`config.mk`:
```
export PLATFORM = sky130hd
export DESIGN_NAME = eager_ring_credit_endpoint
export DESIGN_NICKNAME = d
export VERILOG_FILES = /design/src/rtl/erce_pkg.sv /design/src/rtl/erce_div.sv /design/src/rtl/erce_datapath.sv /design/src/rtl/erce_ctrl.sv /design/src/rtl/eager_ring_credit_endpoint.sv
export SDC_FILE = /design/constraint.sdc
export NUM_CORES = 2
export LEC_CHECK = 0
export ABC_CLOCK_PERIOD_IN_PS = 16200
export BUFFER_PORTS_ARGS = -buffer_cell sky130_fd_sc_hd__buf_2
export CORE_UTILIZATION = 53
export DETAILED_ROUTE_END_ITERATION = 6
export PLACE_DENSITY = 0.81
export REMOVE_ABC_BUFFERS = 1
export SLEW_MARGIN = 20
export SYNTH_ARGS = -nofsm -noshare
export SYNTH_HDL_FRONTEND = slang
export SYNTH_SLANG_ARGS = --single-unit
```
`constraint.sdc`:
```
create_clock -name aclk -period 16.2 [get_ports aclk]
set_input_delay 3.24 -clock aclk [delete_from_list [all_inputs] [get_ports aclk]]
set_output_delay 3.24 -clock aclk [all_outputs]
set_load 0.02 [all_outputs]
```
`src/rtl/erce_pkg.sv`:
```
// Shared types and constants of the eager ring credit endpoint.
// Item and result layouts, handshake phase, status codes, controller states.
// No dependencies.
package erce_pkg;

    localparam int KIND_W   = 2;
    localparam int LEN_W    = 16;
    localparam int GEN_W    = 32;
    localparam int CNT_W    = 64;
    localparam int RSLOT_W  = 17;
    localparam int BYTES_W  = 16;
    localparam int OFF_W    = 32;
    localparam int SIDX_W   = 16;
    localparam int STATUS_W = 2;

    localparam int CFG_ADDR_W = 8;
    localparam int CFG_DATA_W = 32;

    localparam logic [CFG_ADDR_W-1:0] CFG_ENABLE      = 8'd0;
    localparam logic [CFG_ADDR_W-1:0] CFG_RING_SLOTS  = 8'd1;
    localparam logic [CFG_ADDR_W-1:0] CFG_SLOT_BYTES  = 8'd2;
    localparam logic [CFG_ADDR_W-1:0] CFG_PAYLOAD_MAX = 8'd3;

    localparam logic [RSLOT_W-1:0] RING_SLOTS_RST  = 17'd16;
    localparam logic [BYTES_W-1:0] SLOT_BYTES_RST  = 16'd1024;
    localparam logic [LEN_W-1:0]   PAYLOAD_MAX_RST = 16'd992;

    typedef enum logic [KIND_W-1:0] {
        KIND_SEND   = 2'd0,
        KIND_CHECK  = 2'd1,
        KIND_CREDIT = 2'd2,
        KIND_CTRL   = 2'd3
    } kind_t;

    typedef enum logic [STATUS_W-1:0] {
        STAT_ACCEPTED = 2'd0,
        STAT_FALLBACK = 2'd1,
        STAT_RETRY    = 2'd2,
        STAT_IGNORED  = 2'd3
    } status_t;

    typedef enum logic [1:0] {
        PHASE_NONE  = 2'd0,
        PHASE_CONN  = 2'd1,
        PHASE_READY = 2'd2
    } phase_t;

    typedef enum logic [1:0] {
        CTL_IDLE = 2'd0,
        CTL_EXEC = 2'd1,
        CTL_DIV  = 2'd2
    } ctl_state_t;

    typedef struct packed {
        kind_t              kind;
        logic [LEN_W-1:0]   length;
        logic               post_ok;
        logic [GEN_W-1:0]   observed_gen;
        logic [CNT_W-1:0]   counter_value;
        logic               ctrl_is_request;
        logic [RSLOT_W-1:0] remote_slots;
        logic [BYTES_W-1:0] remote_slot_bytes;
        logic               info_valid;
    } item_t;

    typedef struct packed {
        status_t            status;
        logic [SIDX_W-1:0]  slot_index;
        logic [GEN_W-1:0]   slot_gen;
        logic [OFF_W-1:0]   remote_offset;
        logic [CNT_W-1:0]   piggyback_ack;
        logic               send_ring_request;
        logic               send_ring_ack;
        logic               deliver;
        logic               credit_return;
        logic [CNT_W-1:0]   credit_out;
    } result_t;

    // controller to datapath
    typedef struct packed {
        logic cap_item;
        logic exec_fire;
        logic div_start;
        logic div_tx;
    } ctl_cmd_t;

    // datapath to controller
    typedef struct packed {
        logic rx_pending;
        logic out_free;
        logic adopt;
        logic div_done;
        logic div_active;
    } ctl_stat_t;

endpackage

```
`src/rtl/erce_div.sv`:
```
// Radix-2 restoring divider, one quotient bit per cycle.
// Gives the low quotient bits and the remainder; no package dependency.
module erce_div #(
    parameter int DIV_W = 17,
    parameter int DVD_W = 64,
    parameter int QUO_W = 32
) (
    input  logic             aclk,
    input  logic             aresetn,
    input  logic             start,
    input  logic [DVD_W-1:0] dividend,
    input  logic [DIV_W-1:0] divisor,
    output logic             active,
    output logic             done,
    output logic [QUO_W-1:0] quotient,
    output logic [DIV_W-1:0] remainder
);

    localparam int CNT_BITS = $clog2(DVD_W);
    localparam logic [CNT_BITS-1:0] LAST = CNT_BITS'(DVD_W - 1);

    logic                busy_reg, busy_next;
    logic                done_reg, done_next;
    logic [CNT_BITS-1:0] cnt_reg, cnt_next;
    logic [DVD_W-1:0]    dvd_reg, dvd_next;
    logic [DIV_W-1:0]    dsr_reg, dsr_next;
    logic [DIV_W-1:0]    rem_reg, rem_next;
    logic [QUO_W-1:0]    quo_reg, quo_next;
    logic [DIV_W:0]      part;
    logic                ge;

    assign part = {rem_reg, dvd_reg[DVD_W-1]};
    assign ge   = part >= {1'b0, dsr_reg};

    always_comb begin
        busy_next = busy_reg;
        done_next = 1'b0;
        cnt_next  = cnt_reg;
        dvd_next  = dvd_reg;
        dsr_next  = dsr_reg;
        rem_next  = rem_reg;
        quo_next  = quo_reg;
        if (start) begin
            busy_next = 1'b1;
            cnt_next  = '0;
            dvd_next  = dividend;
            dsr_next  = divisor;
            rem_next  = '0;
            quo_next  = '0;
        end else if (busy_reg) begin
            dvd_next = {dvd_reg[DVD_W-2:0], 1'b0};
            rem_next = ge ? DIV_W'(part - {1'b0, dsr_reg}) : part[DIV_W-1:0];
            quo_next = {quo_reg[QUO_W-2:0], ge};
            cnt_next = cnt_reg + CNT_BITS'(1);
            if (cnt_reg == LAST) begin
                busy_next = 1'b0;
                done_next = 1'b1;
            end
        end
    end

    always_ff @(posedge aclk) begin
        if (!aresetn) begin
            busy_reg <= 1'b0;
            done_reg <= 1'b0;
        end else begin
            busy_reg <= busy_next;
            done_reg <= done_next;
        end
        cnt_reg <= cnt_next;
        dvd_reg <= dvd_next;
        dsr_reg <= dsr_next;
        rem_reg <= rem_next;
        quo_reg <= quo_next;
    end

    assign active    = busy_reg | done_reg;
    assign done      = done_reg;
    assign quotient  = quo_reg;
    assign remainder = rem_reg;

endmodule

```
`src/rtl/erce_datapath.sv`:
```
// Datapath: configuration registers, ring counters, item evaluation, output register.
// Depends on erce_pkg and erce_div.
module erce_datapath #(
    parameter int MAX_SLOTS = 65536
) (
    input  logic                                aclk,
    input  logic                                aresetn,
    input  logic                                cfg_we,
    input  logic [erce_pkg::CFG_ADDR_W-1:0]     cfg_addr,
    input  logic [erce_pkg::CFG_DATA_W-1:0]     cfg_data,
    input  erce_pkg::item_t                     item_in,
    input  erce_pkg::ctl_cmd_t                  cmd,
    output erce_pkg::ctl_stat_t                 stat,
    input  logic                                m_tready,
    output logic                                out_valid,
    output erce_pkg::result_t                   result
);

    localparam int SLOT_W = $clog2(MAX_SLOTS + 1);
    localparam int IDX_W  = $clog2(MAX_SLOTS);
    localparam int CW     = erce_pkg::CNT_W;
    localparam int GW     = erce_pkg::GEN_W;
    localparam int OW     = erce_pkg::OFF_W;
    localparam int SW     = erce_pkg::SIDX_W;
    localparam int RW     = erce_pkg::RSLOT_W;
    localparam logic [SLOT_W-1:0] RX_SLOTS_RST =
        (MAX_SLOTS < 16) ? SLOT_W'(MAX_SLOTS) : SLOT_W'(16);

    function automatic logic [SLOT_W-1:0] eff_slots(input logic [RW-1:0] s);
        logic [SLOT_W-1:0] r;
        if (s == '0) begin
            r = SLOT_W'(1);
        end else if (32'(s) > 32'(MAX_SLOTS)) begin
            r = SLOT_W'(MAX_SLOTS);
        end else begin
            r = SLOT_W'(s);
        end
        return r;
    endfunction

    // configuration
    logic                          enable_reg;
    logic [RW-1:0]                 ring_slots_reg;
    logic [erce_pkg::BYTES_W-1:0]  slot_bytes_reg;
    logic [erce_pkg::LEN_W-1:0]    payload_max_reg;
    logic [SLOT_W-1:0]             rx_slots_reg;
    logic                          rx_pending_reg, rx_pending_next;

    // ring state
    erce_pkg::item_t               item_reg;
    erce_pkg::phase_t              phase_reg, phase_next;
    logic [CW-1:0]                 tx_head_reg, tx_head_next;
    logic [CW-1:0]                 tx_tail_reg, tx_tail_next;
    logic [CW-1:0]                 rx_head_reg, rx_head_next;
    logic [CW-1:0]                 gap_reg, gap_next;
    logic [IDX_W-1:0]              tx_idx_reg, tx_idx_next;
    logic [GW-1:0]                 tx_gen_reg, tx_gen_next;
    logic [IDX_W-1:0]              rx_idx_reg, rx_idx_next;
    logic [GW-1:0]                 rx_gen_reg, rx_gen_next;
    logic [SLOT_W-1:0]             adopted_slots_reg, adopted_slots_next;
    logic [erce_pkg::BYTES_W-1:0]  adopted_bytes_reg, adopted_bytes_next;
    logic                          div_tx_reg;
    logic                          out_valid_reg, out_valid_next;
    erce_pkg::result_t             res_reg, res_next;

    // evaluation terms
    logic                          tail_raise;
    logic [CW-1:0]                 diff;
    logic                          full;
    logic                          tx_wrap, rx_wrap;
    logic [CW-1:0]                 rx_head_inc;
    logic [SLOT_W-1:0]             half, half_m1;
    logic                          credit_due;
    logic [OW-1:0]                 offset_prod;
    logic                          geom_match;
    logic                          adopt;

    // divider
    logic [CW-1:0]                 div_dividend;
    logic [SLOT_W-1:0]             div_divisor;
    logic                          div_active, div_done;
    logic [GW-1:0]                 div_quo;
    logic [SLOT_W-1:0]             div_rem;

    assign tail_raise  = item_reg.counter_value > tx_tail_reg;
    assign diff        = tail_raise ? (tx_head_reg - item_reg.counter_value)
                                    : (tx_head_reg - tx_tail_reg);
    assign full        = diff >= CW'(adopted_slots_reg);
    assign tx_wrap     = ((SLOT_W+1)'(tx_idx_reg) + (SLOT_W+1)'(1))
                         == (SLOT_W+1)'(adopted_slots_reg);
    assign rx_wrap     = ((SLOT_W+1)'(rx_idx_reg) + (SLOT_W+1)'(1))
                         == (SLOT_W+1)'(rx_slots_reg);
    assign rx_head_inc = rx_head_reg + CW'(1);
    assign half        = rx_slots_reg >> 1;
    assign half_m1     = half - SLOT_W'(1);
    // gap is rx_head minus credit sent; test gap + 1 >= half without a second adder
    assign credit_due  = (half == '0) || ((gap_reg != '1) && (gap_reg >= CW'(half_m1)));
    assign offset_prod = OW'(32'(tx_idx_reg) * 32'(adopted_bytes_reg));
    assign geom_match  = (item_reg.remote_slots == ring_slots_reg) &&
                         (item_reg.remote_slot_bytes == slot_bytes_reg);
    assign adopt       = (item_reg.kind == erce_pkg::KIND_CTRL) && enable_reg &&
                         item_reg.info_valid && geom_match;

    always_comb begin
        phase_next         = phase_reg;
        tx_head_next       = tx_head_reg;
        tx_tail_next       = tx_tail_reg;
        rx_head_next       = rx_head_reg;
        gap_next           = gap_reg;
        tx_idx_next        = tx_idx_reg;
        tx_gen_next        = tx_gen_reg;
        rx_idx_next        = rx_idx_reg;
        rx_gen_next        = rx_gen_reg;
        adopted_slots_next = adopted_slots_reg;
        adopted_bytes_next = adopted_bytes_reg;
        res_next           = '0;
        res_next.status    = erce_pkg::STAT_IGNORED;
        case (item_reg.kind)
            erce_pkg::KIND_SEND: begin
                if (!enable_reg || (item_reg.length > payload_max_reg)) begin
                    res_next.status = erce_pkg::STAT_FALLBACK;
                end else if (phase_reg != erce_pkg::PHASE_READY) begin
                    if (phase_reg == erce_pkg::PHASE_NONE) begin
                        res_next.send_ring_request = 1'b1;
                        phase_next = erce_pkg::PHASE_CONN;
                    end
                    res_next.status = erce_pkg::STAT_FALLBACK;
                end else begin
                    if (tail_raise) begin
                        tx_tail_next = item_reg.counter_value;
                    end
                    if (full || !item_reg.post_ok) begin
                        res_next.status = erce_pkg::STAT_RETRY;
                    end else begin
                        res_next.status        = erce_pkg::STAT_ACCEPTED;
                        res_next.slot_index    = SW'(tx_idx_reg);
                        res_next.slot_gen      = tx_gen_reg;
                        res_next.remote_offset = offset_prod;
                        res_next.piggyback_ack = rx_head_reg;
                        tx_head_next           = tx_head_reg + CW'(1);
                        tx_idx_next = tx_wrap ? '0 : tx_idx_reg + IDX_W'(1);
                        tx_gen_next = tx_wrap ? tx_gen_reg + GW'(1) : tx_gen_reg;
                    end
                end
            end
            erce_pkg::KIND_CHECK: begin
                if (enable_reg && (phase_reg == erce_pkg::PHASE_READY) &&
                    (item_reg.observed_gen == rx_gen_reg)) begin
                    if (tail_raise) begin
                        tx_tail_next = item_reg.counter_value;
                    end
                    res_next.status  = erce_pkg::STAT_ACCEPTED;
                    res_next.deliver = 1'b1;
                    rx_head_next     = rx_head_inc;
                    rx_idx_next = rx_wrap ? '0 : rx_idx_reg + IDX_W'(1);
                    rx_gen_next = rx_wrap ? rx_gen_reg + GW'(1) : rx_gen_reg;
                    if (credit_due && item_reg.post_ok) begin
                        res_next.credit_return = 1'b1;
                        res_next.credit_out    = rx_head_inc;
                        gap_next               = '0;
                    end else begin
                        gap_next = gap_reg + CW'(1);
                    end
                end
            end
            erce_pkg::KIND_CREDIT: begin
                if (enable_reg) begin
                    if (tail_raise) begin
                        tx_tail_next = item_reg.counter_value;
                    end
                    res_next.status = erce_pkg::STAT_ACCEPTED;
                end
            end
            erce_pkg::KIND_CTRL: begin
                if (enable_reg && item_reg.info_valid) begin
                    if (!geom_match) begin
                        res_next.status = erce_pkg::STAT_FALLBACK;
                    end else begin
                        adopted_slots_next     = eff_slots(item_reg.remote_slots);
                        adopted_bytes_next     = item_reg.remote_slot_bytes;
                        res_next.send_ring_ack = item_reg.ctrl_is_request;
                        phase_next             = erce_pkg::PHASE_READY;
                        res_next.status        = erce_pkg::STAT_ACCEPTED;
                    end
                end
            end
            default: begin
                res_next.status = erce_pkg::STAT_IGNORED;
            end
        endcase
    end

    // resync target: tx index after an adopt, rx index after a slot count write
    assign div_dividend = cmd.div_tx ? tx_head_reg : rx_head_reg;
    assign div_divisor  = cmd.div_tx ? eff_slots(item_reg.remote_slots) : rx_slots_reg;

    erce_div #(
        .DIV_W (SLOT_W),
        .DVD_W (CW),
        .QUO_W (GW)
    ) u_div (
        .aclk      (aclk),
        .aresetn   (aresetn),
        .start     (cmd.div_start),
        .dividend  (div_dividend),
        .divisor   (div_divisor),
        .active    (div_active),
        .done      (div_done),
        .quotient  (div_quo),
        .remainder (div_rem)
    );

    always_comb begin
        rx_pending_next = rx_pending_reg;
        if (cmd.div_start && !cmd.div_tx) begin
            rx_pending_next = 1'b0;
        end
        if (cfg_we && (cfg_addr == erce_pkg::CFG_RING_SLOTS)) begin
            rx_pending_next = 1'b1;
        end
    end

    always_comb begin
        out_valid_next = out_valid_reg;
        if (cmd.exec_fire) begin
            out_valid_next = 1'b1;
        end else if (m_tready) begin
            out_valid_next = 1'b0;
        end
    end

    always_ff @(posedge aclk) begin
        if (!aresetn) begin
            enable_reg        <= 1'b0;
            ring_slots_reg    <= erce_pkg::RING_SLOTS_RST;
            slot_bytes_reg    <= erce_pkg::SLOT_BYTES_RST;
            payload_max_reg   <= erce_pkg::PAYLOAD_MAX_RST;
            rx_slots_reg      <= RX_SLOTS_RST;
            rx_pending_reg    <= 1'b0;
            phase_reg         <= erce_pkg::PHASE_NONE;
            tx_head_reg       <= '0;
            tx_tail_reg       <= '0;
            rx_head_reg       <= '0;
            gap_reg           <= '0;
            tx_idx_reg        <= '0;
            tx_gen_reg        <= GW'(1);
            rx_idx_reg        <= '0;
            rx_gen_reg        <= GW'(1);
            adopted_slots_reg <= SLOT_W'(1);
            adopted_bytes_reg <= '0;
            div_tx_reg        <= 1'b0;
            out_valid_reg     <= 1'b0;
        end else begin
            rx_pending_reg <= rx_pending_next;
            out_valid_reg  <= out_valid_next;
            if (cfg_we) begin
                case (cfg_addr)
                    erce_pkg::CFG_ENABLE:      enable_reg <= cfg_data[0];
                    erce_pkg::CFG_RING_SLOTS: begin
                        ring_slots_reg <= cfg_data[RW-1:0];
                        rx_slots_reg   <= eff_slots(cfg_data[RW-1:0]);
                    end
                    erce_pkg::CFG_SLOT_BYTES:  slot_bytes_reg  <= cfg_data[15:0];
                    erce_pkg::CFG_PAYLOAD_MAX: payload_max_reg <= cfg_data[15:0];
                    default: ;
                endcase
            end
            if (cmd.div_start) begin
                div_tx_reg <= cmd.div_tx;
            end
            if (cmd.exec_fire) begin
                phase_reg         <= phase_next;
                tx_head_reg       <= tx_head_next;
                tx_tail_reg       <= tx_tail_next;
                rx_head_reg       <= rx_head_next;
                gap_reg           <= gap_next;
                tx_idx_reg        <= tx_idx_next;
                tx_gen_reg        <= tx_gen_next;
                rx_idx_reg        <= rx_idx_next;
                rx_gen_reg        <= rx_gen_next;
                adopted_slots_reg <= adopted_slots_next;
                adopted_bytes_reg <= adopted_bytes_next;
            end else if (div_done) begin
                if (div_tx_reg) begin
                    tx_idx_reg <= IDX_W'(div_rem);
                    tx_gen_reg <= div_quo + GW'(1);
                end else begin
                    rx_idx_reg <= IDX_W'(div_rem);
                    rx_gen_reg <= div_quo + GW'(1);
                end
            end
        end
        if (cmd.cap_item) begin
            item_reg <= item_in;
        end
        if (cmd.exec_fire) begin
            res_reg <= res_next;
        end
    end

    assign stat.rx_pending = rx_pending_reg;
    assign stat.out_free   = !out_valid_reg || m_tready;
    assign stat.adopt      = adopt;
    assign stat.div_done   = div_done;
    assign stat.div_active = div_active;

    assign out_valid = out_valid_reg;
    assign result    = res_reg;

    a_tx_idx_in_ring: assert property (@(posedge aclk) disable iff (!aresetn)
        !div_active |-> (SLOT_W'(tx_idx_reg) < adopted_slots_reg))
        else $error("tx slot index outside adopted ring");

    a_rx_idx_in_ring: assert property (@(posedge aclk) disable iff (!aresetn)
        (!div_active && !rx_pending_reg) |-> (SLOT_W'(rx_idx_reg) < rx_slots_reg))
        else $error("rx slot index outside local ring");

    a_exec_needs_room: assert property (@(posedge aclk) disable iff (!aresetn)
        cmd.exec_fire |-> (!out_valid_reg || m_tready))
        else $error("result overwritten before transfer");

    a_exec_shows_result: assert property (@(posedge aclk) disable iff (!aresetn)
        cmd.exec_fire |=> out_valid_reg)
        else $error("evaluated item produced no result");

endmodule

```
`src/rtl/erce_ctrl.sv`:
```
// Controller state machine: item capture, evaluation and divider resync sequencing.
// Depends on erce_pkg.
module erce_ctrl (
    input  logic                  aclk,
    input  logic                  aresetn,
    input  logic                  s_tvalid,
    output logic                  s_tready,
    input  erce_pkg::ctl_stat_t   stat,
    output erce_pkg::ctl_cmd_t    cmd
);

    erce_pkg::ctl_state_t state_reg, state_next;

    always_comb begin
        state_next = state_reg;
        case (state_reg)
            erce_pkg::CTL_IDLE: begin
                if (stat.rx_pending) begin
                    state_next = erce_pkg::CTL_DIV;
                end else if (s_tvalid) begin
                    state_next = erce_pkg::CTL_EXEC;
                end
            end
            erce_pkg::CTL_EXEC: begin
                if (stat.out_free) begin
                    state_next = stat.adopt ? erce_pkg::CTL_DIV : erce_pkg::CTL_IDLE;
                end
            end
            erce_pkg::CTL_DIV: begin
                if (stat.div_done) begin
                    state_next = erce_pkg::CTL_IDLE;
                end
            end
            default: state_next = erce_pkg::CTL_IDLE;
        endcase
    end

    always_comb begin
        s_tready      = 1'b0;
        cmd.cap_item  = 1'b0;
        cmd.exec_fire = 1'b0;
        cmd.div_start = 1'b0;
        cmd.div_tx    = 1'b0;
        case (state_reg)
            erce_pkg::CTL_IDLE: begin
                s_tready      = !stat.rx_pending;
                cmd.cap_item  = s_tvalid && !stat.rx_pending;
                cmd.div_start = stat.rx_pending;
            end
            erce_pkg::CTL_EXEC: begin
                cmd.exec_fire = stat.out_free;
                cmd.div_start = stat.out_free && stat.adopt;
                cmd.div_tx    = 1'b1;
            end
            erce_pkg::CTL_DIV: ;
            default: ;
        endcase
    end

    always_ff @(posedge aclk) begin
        if (!aresetn) begin
            state_reg <= erce_pkg::CTL_IDLE;
        end else begin
            state_reg <= state_next;
        end
    end

    a_start_when_free: assert property (@(posedge aclk) disable iff (!aresetn)
        cmd.div_start |-> !stat.div_active)
        else $error("divider restarted while busy");

    a_done_in_div: assert property (@(posedge aclk) disable iff (!aresetn)
        stat.div_done |-> (state_reg == erce_pkg::CTL_DIV))
        else $error("divider finished outside resync");

    a_capture_then_exec: assert property (@(posedge aclk) disable iff (!aresetn)
        cmd.cap_item |=> (state_reg == erce_pkg::CTL_EXEC))
        else $error("captured item not evaluated");

endmodule

```
`src/rtl/eager_ring_credit_endpoint.sv`:
```
// Top level of the eager ring credit endpoint: stream ports and channel packing.
// Depends on erce_pkg, erce_ctrl, erce_datapath (which holds erce_div).
//
// One peer's end of an eager remote-write ring. Each input transfer (send request,
// slot check, credit update or control message, selected by s_axis_tuser) yields
// exactly one result transfer. An item is first taken into the input register,
// then evaluated against the ring counters into the output register once that
// is free; the next item is taken while a result still waits on m_axis_tready.
// The slot index and generation stamp are kept as wrap counters. Two events
// rebuild them from the 64-bit heads through a serial divider that retires one
// quotient bit a cycle: a control message that adopts the ring (tx side) and a
// write to ring_slots (rx side). During each rebuild s_axis_tready stays low;
// configuration writes are taken at all times (cfg_ready is tied high).
// Configuration is expected only while no item is in flight.
module eager_ring_credit_endpoint #(
    parameter int MAX_SLOTS = 65536
) (
    input  logic         aclk,
    input  logic         aresetn,

    // configuration write channel
    input  logic         cfg_valid,
    output logic         cfg_ready,
    input  logic [7:0]   cfg_addr,   // register index
    input  logic [31:0]  cfg_data,

    // input items
    input  logic         s_axis_tvalid,
    output logic         s_axis_tready,
    // length[15:0], post_ok[16], observed_gen[48:17], counter_value[112:49],
    // ctrl_is_request[113], remote_slots[130:114], remote_slot_bytes[146:131],
    // info_valid[147], zero fill[151:148]
    input  logic [151:0] s_axis_tdata,
    // kind[1:0]
    input  logic [1:0]   s_axis_tuser,

    // result items
    output logic         m_axis_tvalid,
    input  logic         m_axis_tready,
    // slot_index[15:0], slot_gen[47:16], remote_offset[79:48],
    // piggyback_ack[143:80], send_ring_request[144], send_ring_ack[145],
    // deliver[146], credit_return[147], credit_out[211:148], zero fill[215:212]
    output logic [215:0] m_axis_tdata,
    // status[1:0]
    output logic [1:0]   m_axis_tuser
);

    erce_pkg::item_t     item;
    erce_pkg::result_t   res;
    erce_pkg::ctl_cmd_t  cmd;
    erce_pkg::ctl_stat_t stat;

    // never stall configuration
    assign cfg_ready = 1'b1;

    // unpack the input transfer
    assign item.kind              = erce_pkg::kind_t'(s_axis_tuser);
    assign item.length            = s_axis_tdata[15:0];
    assign item.post_ok           = s_axis_tdata[16];
    assign item.observed_gen      = s_axis_tdata[48:17];
    assign item.counter_value     = s_axis_tdata[112:49];
    assign item.ctrl_is_request   = s_axis_tdata[113];
    assign item.remote_slots      = s_axis_tdata[130:114];
    assign item.remote_slot_bytes = s_axis_tdata[146:131];
    assign item.info_valid        = s_axis_tdata[147];

    erce_ctrl u_ctrl (
        .aclk     (aclk),
        .aresetn  (aresetn),
        .s_tvalid (s_axis_tvalid),
        .s_tready (s_axis_tready),
        .stat     (stat),
        .cmd      (cmd)
    );

    erce_datapath #(
        .MAX_SLOTS (MAX_SLOTS)
    ) u_datapath (
        .aclk      (aclk),
        .aresetn   (aresetn),
        .cfg_we    (cfg_valid & cfg_ready),
        .cfg_addr  (cfg_addr),
        .cfg_data  (cfg_data),
        .item_in   (item),
        .cmd       (cmd),
        .stat      (stat),
        .m_tready  (m_axis_tready),
        .out_valid (m_axis_tvalid),
        .result    (res)
    );

    // pack the result transfer, highest field first
    assign m_axis_tdata = {4'b0000,
                           res.credit_out,
                           res.credit_return,
                           res.deliver,
                           res.send_ring_ack,
                           res.send_ring_request,
                           res.piggyback_ack,
                           res.remote_offset,
                           res.slot_gen,
                           res.slot_index};
    assign m_axis_tuser = res.status;

endmodule

```
==> qor.txt <==
placeable core area: 0.109 mm²
synth warn: 0
I/O Pins: 420
max_slew headroom: 22.4%
R2R Path Start: u_datapath.item_reg[88]
post-route minimum period: 11.45 ns
Design Area, Final: 0.0652 mm²
final hold violations: 0
reg2reg setup slack: 4.75 ns
most common cell after layout, fill and taps aside: nand2_1
post-CTS setup buffer count: 0
critical path endpoint: u_datapath.tx_head_reg[50]
GRT Total Usage: 29.4%
Initial Utilization: 53.7%
area delta synth->final: 10.9%
Final period util: 70.7%
largest net degree at the start of global routing: 198
CTS sink cnt: 961
first drt pass iteration count: 7
fin nets: 7293
initial antenna violation count: 19
CP startpoint: u_datapath.item_reg[88]
CP startpoint kind: flop
crit-path max FO: 197
DRC: 2
remaining global-route overflow: 0
crit path DAT: 12.06 ns
failing checks: design-rule violations
max-cap violations: 0
Syn Std Cell Area: 0.0587 mm²
maximum vdd drop: 0.0818 mV
CP Data Required Time: 16.81 ns
dpl cell area: 0.0617 mm²
share of cells above drive strength 1: 9.98%
Post-Syn Area per Cell: 9.17 µm²
via count of the first global-routing pass: 46.1k
pre-CTS worst setup slack: 5.00 ns
Reg2Reg Depth: 34
CTS Buf Count: 100
clk_lat worst skew: 0.71 ns
most frequent cells in the layout: nand2_1, nor2_1, dfxtp_1
slowest CP cell: a31oi_1
Vias/cell: 5.94
Routed Wire Length: 169 mm
fmax: 87.3 MHz
number of synthesized flops with an enable pin: 445
clock root buffer master: clkbuf_16
Final Skew: 0.0348 ns
chip height: 335 µm
CTS clk-pin slew, worst paths: 0.06 ns
Via Count: 48.5k
setup slack after layout: 4.75 ns
main flop type after synthesis: dfxtp_1
Setup Viol. Count Final: 0
Worst-Margin Slew: 1.16 ns
first-pass GRT wire length: 259 mm
Slew Limit Fails: 0
CTS H-tree depth: 3
DP HPWL: 123 mm
CTS tree: yes
sequential element share of the synthesized area: 40.3%
I/O Buffers: 395
Worst Min Path Start: u_datapath.adopted_slots_reg[15]
# rows: 121
DIE AREA: 0.112 mm²
RSZ-0062 raised after global routing: false
Crit. End Element: flop
Post-CTS Hold Buffers: 0
RR Endpoint: u_datapath.tx_head_reg[50]
post-synthesis register bit count: 961
largest stage delay on the critical path: 0.62 ns
post-synth cell types: 82
width of the die: 335 µm
Largest register FFs: 214
Routed Antenna Nets: 0
FFs w/ async S/R, synth: 0%
LEAKAGE: 27.1 nW
Clock Path Buffers: 3
post-CTS sizing: 0
Util after Layout: 59.6%
post-DR wirelength/cell: 20.7 µm
critical path class: reg -> reg
Hold/Removal Path Class: reg -> reg
P per Cell Area: 92.2 mW/mm²
status: finished, violations left
Post-Syn Instances: 6402
GP Congestion: 0.994
1st-iter DRT viols: 4701
cell usage after synthesis, drive strengths merged, types with 94 or more instances:
master	n	area [µm²]
nand2	749	2810
nor2	618	2320
dfxtp	516	10300
edfxtp	445	13400
inv	419	1570
clkbuf	332	1250
a21oi	321	1610
ha	310	3880
and2	286	1790
xor2	269	2360
o21ai	231	1160
xnor2	203	1780
fa	196	3920
nand3	195	976
mux2i	154	1540
and3	121	757
nand4	118	738
a22oi	94	706
layout make-up:
class / instances / area (µm²)
inverters: 420 / 1590
diodes: 13 / 32.5
clock inverters: 57 / 581
fillers: 9251 / 44200
clock buffers: 131 / 2840
flip-flops and latches: 961 / 23700
multi-input cells: 4659 / 32200
repair buffers: 446 / 2400
well taps: 1476 / 1850
metrics by stage:
step | power (mW) | setup TNS [ns] | hold slack [ns] | instances
CTS | 6.02 | 0 | 0.454 | 8148
floorplan | 3.37 | -7.71 | 0.432 | 6040
global placement | 3.63 | 0 | 0.442 | 7960
finish | 6.01 | 0 | 0.454 | 8163
detailed placement | 3.65 | 0 | 0.445 | 7960
global route | 6.20 | 0 | 0.465 | 8159
metal layers:
metal	share of wire [%]	GRT usage [%]	up-vias
met4	4.8	14.4	18
met3	8.7	5.26	455
met1	42	39.8	23300
li1	-	-	22600
met5	0.063	0	-
met2	45	45.3	2122
logic make-up after synthesis:
| family | count (synthesis) | synth area share, % |
|---|---|---|
| fa+ha+maj | 506 | 13.3 |
| simple gates | 2446 | 19.9 |
| flops | 961 | 40.3 |
| xor+xnor | 472 | 7.04 |
| compound gates | 1068 | 11.6 |
| other cells | 2 | 0.0128 |
| mux | 162 | 2.78 |
| buf+inv | 785 | 5.07 |
worst min path at each step:
stage                                             endpoint  cells after the start
after floorplan           u_datapath.adopted_slots_reg[13]                      2
after global routing      u_datapath.adopted_slots_reg[15]                      2
after global placement    u_datapath.adopted_slots_reg[15]                      2
after CTS                 u_datapath.adopted_slots_reg[15]                      2
final                     u_datapath.adopted_slots_reg[15]                      2
after detailed placement  u_datapath.adopted_slots_reg[15]                      2
worst max-delay path, delay by kind of cell (launching register included):
family	cells	cell delay, ns
AOI/OAI and AO/OA	8	2.27
xor gates and xnor gates	1	0.11
adders and majority gates	4	1.14
buffers and inverters	4	0.98
DFF	1	0.42
muxes	1	0.35
and+or+nand+nor	16	5.97
power breakdown:
part	total (mW)	switching, mW	internal [mW]
clock	2.39	1.00	1.38
combinational	0.865	0.582	0.283
sequential	2.75	0.0868	2.67
total	6.01	1.67	4.33
Power figures use the tool's default switching activity.
